$ cat src/hdl/ttcw_pkg.sv
package ttcw_pkg;

    localparam int COL_W  = 8;
    localparam int ROW_W  = 7;
    localparam int CHAR_W = 8;

    localparam logic [CHAR_W-1:0] CH_CR           = 8'd13;
    localparam logic [CHAR_W-1:0] CH_LF           = 8'd10;
    localparam logic [CHAR_W-1:0] CH_TAB          = 8'd9;
    localparam logic [CHAR_W-1:0] CH_BS           = 8'd8;
    localparam logic [CHAR_W-1:0] CH_SPACE        = 8'd32;
    localparam logic [CHAR_W-1:0] FIRST_PRINTABLE = 8'd32;
    localparam int                TAB_STOP        = 8;

    localparam logic CFG_NUM_COLUMNS = 1'b0;
    localparam logic CFG_NUM_ROWS    = 1'b1;

    typedef enum logic [1:0] {
        OP_PUT   = 2'd0,
        OP_READ  = 2'd1,
        OP_CLEAR = 2'd2,
        OP_NONE  = 2'd3
    } op_t;

    typedef struct packed {
        logic [COL_W-1:0]  col;
        logic [ROW_W-1:0]  row;
        logic              scroll;
        logic              wr_en;
        logic [COL_W-1:0]  wr_col;
        logic [ROW_W-1:0]  wr_row;
        logic [CHAR_W-1:0] wr_char;
    } put_act_t;

endpackage

$ cat src/hdl/ttcw_cursor_step.sv
module ttcw_cursor_step (
    input  logic [ttcw_pkg::COL_W-1:0]  cur_col,
    input  logic [ttcw_pkg::ROW_W-1:0]  cur_row,
    input  logic [ttcw_pkg::COL_W-1:0]  cols,
    input  logic [ttcw_pkg::ROW_W-1:0]  rows,
    input  logic [ttcw_pkg::CHAR_W-1:0] char_code,
    output ttcw_pkg::put_act_t          act
);
    import ttcw_pkg::*;

    logic [COL_W-1:0] c0;
    logic [ROW_W-1:0] r0;
    logic [ROW_W-1:0] rows_m1;
    logic             last_row;
    logic             wrap;
    logic [COL_W:0]   tab_next;

    always_comb
    begin
        rows_m1  = rows - ROW_W'(1);
        c0       = (cur_col > cols) ? cols : cur_col;
        r0       = (cur_row >= rows) ? rows_m1 : cur_row;
        last_row = (r0 == rows_m1);
        wrap     = (c0 >= cols);
        tab_next = (COL_W+1)'((({1'b0, c0} / (COL_W+1)'(TAB_STOP)) + (COL_W+1)'(1))
                   * (COL_W+1)'(TAB_STOP));

        act         = '0;
        act.col     = c0;
        act.row     = r0;
        act.wr_char = char_code;

        priority if (char_code == CH_CR)
        begin
            act.col = '0;
        end
        else if (char_code == CH_LF)
        begin
            act.col    = '0;
            act.scroll = last_row;
            act.row    = last_row ? r0 : r0 + ROW_W'(1);
        end
        else if (char_code == CH_TAB)
        begin
            act.col = (tab_next >= {1'b0, cols}) ? cols - COL_W'(1) : tab_next[COL_W-1:0];
        end
        else if (char_code == CH_BS)
        begin
            if (c0 != '0)
            begin
                act.col = c0 - COL_W'(1);
            end
            else if (r0 != '0)
            begin
                act.row = r0 - ROW_W'(1);
                act.col = cols - COL_W'(1);
            end
            act.wr_en   = 1'b1;
            act.wr_col  = act.col;
            act.wr_row  = act.row;
            act.wr_char = CH_SPACE;
        end
        else if (char_code >= FIRST_PRINTABLE)
        begin
            act.wr_en  = 1'b1;
            act.scroll = wrap && last_row;
            act.wr_col = wrap ? '0 : c0;
            act.wr_row = (wrap && !last_row) ? r0 + ROW_W'(1) : r0;
            act.row    = act.wr_row;
            act.col    = act.wr_col + COL_W'(1);
        end
        else
        begin
        end
    end

endmodule

$ cat config.mk
export PLATFORM = sky130hd
export DESIGN_NAME = ttcw_cursor_step
export DESIGN_NICKNAME = d
export VERILOG_FILES = /design/src/hdl/ttcw_pkg.sv /design/src/hdl/ttcw_cursor_step.sv
export SDC_FILE = /design/constraint.sdc
export NUM_CORES = 1
export LEC_CHECK = 0
export ABC_AREA = 1
export ABC_CLOCK_PERIOD_IN_PS = 9500
export CAP_MARGIN = 20
export CORE_ASPECT_RATIO = 0.75
export CORE_UTILIZATION = 55
export DETAILED_ROUTE_END_ITERATION = 6
export DONT_BUFFER_PORTS = 1
export PLACE_DENSITY = 0.77
export SKIP_LAST_GASP = 1
export SLEW_MARGIN = 20
export SYNTH_ARGS = -nofsm -noshare
export SYNTH_HDL_FRONTEND = slang
export SYNTH_SLANG_ARGS = --single-unit
$ cat constraint.sdc
create_clock -name vclk -period 9.5
set_input_delay 0.475 -clock vclk [all_inputs]
set_output_delay 0.475 -clock vclk [all_outputs]
set_load 0.02 [all_outputs]
==> summary.txt <==
Outcome
  • Outcome: complete, no violations

STA
  • Pin slew with the least headroom to its limit: about 740 ps
  • Slew headroom: 0.5039
  • Final Cycle Share: 0.5438
  • Hold slack: between 900 and 1000 ps
  • Achievable Freq: slightly below 200 MHz
  • Post-route minimum period: 5166 ps
  • Final setup viols: 0
  • Final Hold Viols: 0
  • Pins Over Slew Limit: 0
  • Setup TNS: 0 ps
  • RSZ-0062 raised after global routing: no

Cells and area
  • Layout area overhead: -0.3001%
  • Layout cells sized above 1: 0.08319
  • Layout fillers: between 600 and 700
  • FF+latch count: 0
  • Final nets: around 680
  • Area of the multi-input gates: around 2900 um2
  • Finished Cell Area: between 3000 and 4000 um2
  • Diode count: 0
  • Clkbuf count: 0
  • Sequential cell area: 0 um2

Synthesis
  • Sequential area share after synthesis: 0
  • Post-synthesis compound-gate area fraction: 0.1662
  • Average size of a mapped cell: roughly 5.4 um2
  • Synthesized net count: 695
  • Cell variety after synth: 40
  • Synthesized area: between 3000 and 4000 um2
  • Post-synthesis xor/xnor area fraction: 0.06304
  • Simple-Gate Fraction of Synth Area: 0.4976
  • Multiplexer share of the synthesized area: 0
  • Warnings from Yosys: 0
  • Largest family of logic cells by synthesized area: simple AND/OR/NAND/NOR gates
  • Synth Instances: 620
  • Synth Area in Adders: 0.1388

Worst setup path
  • Worst Setup Path Type: input port to output port
  • CP required: about 9000 ps
  • Worst-path maximum fanout: 12
  • Worst Setup EP: act[36]
  • Startpoint types: input port
  • CP startpoint: cols[7]
  • CP endpoint kind: output port
  • Critical path data arrival time: ~4700 ps

Power and ir drop
  • Pwr per Cell Area: 99.07 nW/um2
  • Maximum vdd drop: between 0.06 and 0.07 mV
  • P_leak: 1.881 nW

Detailed routing
  • TritonRoute pass-1 iters: 6
  • Routed vias: between 4k and 5k
  • DR vias/cell: approximately 5.9
  • Post-DR wirelength/cell: ~14 um
  • Post-Route WL: 9.812 mm
  • Detail Route Antenna Nets: 0
  • Iter 0 DRT Violations: between 300 and 400
  • DRC: 0

Floorplan
  • Die ar.: 6381 um2
  • Starting Density: 0.5724
  • IO Pins: just under 80
  • Die Y: just under 70 um
  • Cell Rows: 24
  • Chip Width: 91.91 um
  • Core area: 5826 um2

Flow run
  • Max Cap Viol: 0

Clocking
  • PostCTS Resize Cnt: 0
  • Hold_buf cts: 0
  • Post-CTS Setup Repair Bufs: 0

GRT
  • Overflow after GRT: 0
  • All-Layer GR Usage: 0.3026
  • Initial antenna violation count: 0
  • First-pass GRT wire length: 16.26 mm
  • Vias in the first global route: approximately 3.6k
  • Largest net degree at the start of global routing: 26

Placed design
  • Final GP Congestion: approximately 0.96
  • Detail Placement HPWL: 8.001 mm
  • Port bufs: 0
  • Placed inst area: ~3300 um2

Worst hold path
  • Hold crit path type: input port to output port
[worst min path at each step]
| stage | start | end | slack, ps | cells after the start |
|---|---|---|---|---|
| global placement | char_code[4] | act[4] | 950 | 0 |
| finish | char_code[4] | act[4] | 950 | 0 |
| detailed placement | char_code[4] | act[4] | 950 | 0 |
| global route | char_code[7] | act[7] | 950 | 0 |
| floorplan | char_code[3] | act[3] | 1090 | 2 |
| CTS | char_code[4] | act[4] | 950 | 0 |
[critical path, stage by stage]
cell and delay, ps:
inv_1 190, ha_1 300, nand2_1 70, inv_1 30, nor2_1 70, o21a_1 160, nand2_4 80, nand2_2 250
nand2_1 110, nand2_2 160, inv_1 170, ha_1 330, a21oi_1 130, nor2_1 60, a211oi_1 170, nand3_1 380
nor2_1 320, ha_1 240, nand2_1 70, nor2_1 170, nand2_1 80, xor2_1 170, nand2_1 60, nand2_1 60
a21oi_1 370
[area by class of cell]
cell class         count  area share
inverters             85     0.09748
well taps             78     0.02936
repair buffers         1    0.002258
multi-input cells    515      0.8709
[layout by cell type, fill, tap and decap left out]
master / netlist / final
nand4_1: 20 / 20
nand2_4: 5 / 5
a211oi_1: 2 / 2
nor3_1: 5 / 5
buf_4: 2 / 1
xor2_1: 19 / 19
o211ai_1: 5 / 5
nor4_4: 0 / 1
clkinv_1: 2 / 2
nand2_2: 16 / 16
a21oi_1: 37 / 37
nand4_4: 1 / 1
nand2_1: 208 / 208
nor2_2: 4 / 4
a31oi_1: 4 / 4
inv_2: 7 / 7
xnor2_1: 5 / 5
ha_1: 37 / 37
inv_1: 75 / 75
and3_1: 1 / 1
nand3_4: 1 / 1
clkinv_4: 1 / 1
a21boi_1: 2 / 2
nand3_1: 56 / 56
o21ai_1: 14 / 14
o21ai_2: 5 / 5
nor2_1: 40 / 40
o21ai_4: 3 / 3
a21oi_4: 1 / 1
o21a_1: 1 / 1
o21ai_0: 12 / 12
nand3b_1: 2 / 2
nand3_2: 1 / 1
o31ai_1: 1 / 1
nor2_4: 3 / 3
o21bai_1: 3 / 3
[power by group]
| part | switching [mW] | leakage [nW] | internal [mW] |
|---|---|---|---|
| sequential | 0 | 0 | 0 |
| combinational | 0.236 | 1.88 | 0.0930 |
| clock | 0 | 0 | 0 |
[per-stage QoR]
step	utilization	cells	setup WS, ps	power, mW
after detailed placement	0.5707	679	4451	0.3210
final	0.5707	679	4334	0.3293
after global routing	0.5707	679	3971	0.3648
after global placement	0.5707	679	4604	0.3152
after CTS	0.5707	679	4441	0.3224
after floorplan	-	620	5143	0.2726
[Yosys cell counts (2+ instances only)]
master	n	share of area
inv_1	75	0.084
a21oi_1	37	0.056
inv_2	7	0.0079
a31oi_1	4	0.0075
buf_2	3	0.0045
o21ai_1	14	0.021
xnor2_1	5	0.013
a21boi_1	2	0.0045
nand2_2	16	0.030
ha_1	37	0.14
xor2_1	19	0.050
nor2_4	3	0.010
buf_4	2	0.0045
nand2_4	5	0.017
o211ai_1	5	0.011
nand4_1	20	0.038
buf_6	5	0.017
nand3_1	56	0.084
nor2_1	40	0.045
a211oi_1	2	0.0045
o21ai_2	5	0.013
o21ai_0	12	0.018
clkinv_1	2	0.0023
nor3_1	5	0.0075
nand2_1	208	0.23
clkbuf_1	8	0.0090
nor2_2	4	0.0075
buf_1	2	0.0023
o21bai_1	3	0.0068
o21ai_4	3	0.015
nand3b_1	2	0.0045
[routing by layer]
metal / part of all wire / track usage
met1: 0.46 / 0.4722
met2: 0.40 / 0.4569
met3: 0.14 / 0.03509
met4: 0.0032 / 0.02083
met5: 0 / 0
[cells by family (layout without fill, tap and decap cells)]
kind of cell / Yosys count / count (layout)
compound gates: 90 / 90
simple gates: 364 / 364
xor+xnor: 24 / 24
fa+ha+maj: 37 / 37
buf+inv: 105 / 86
Power figures use the tool's default switching activity.
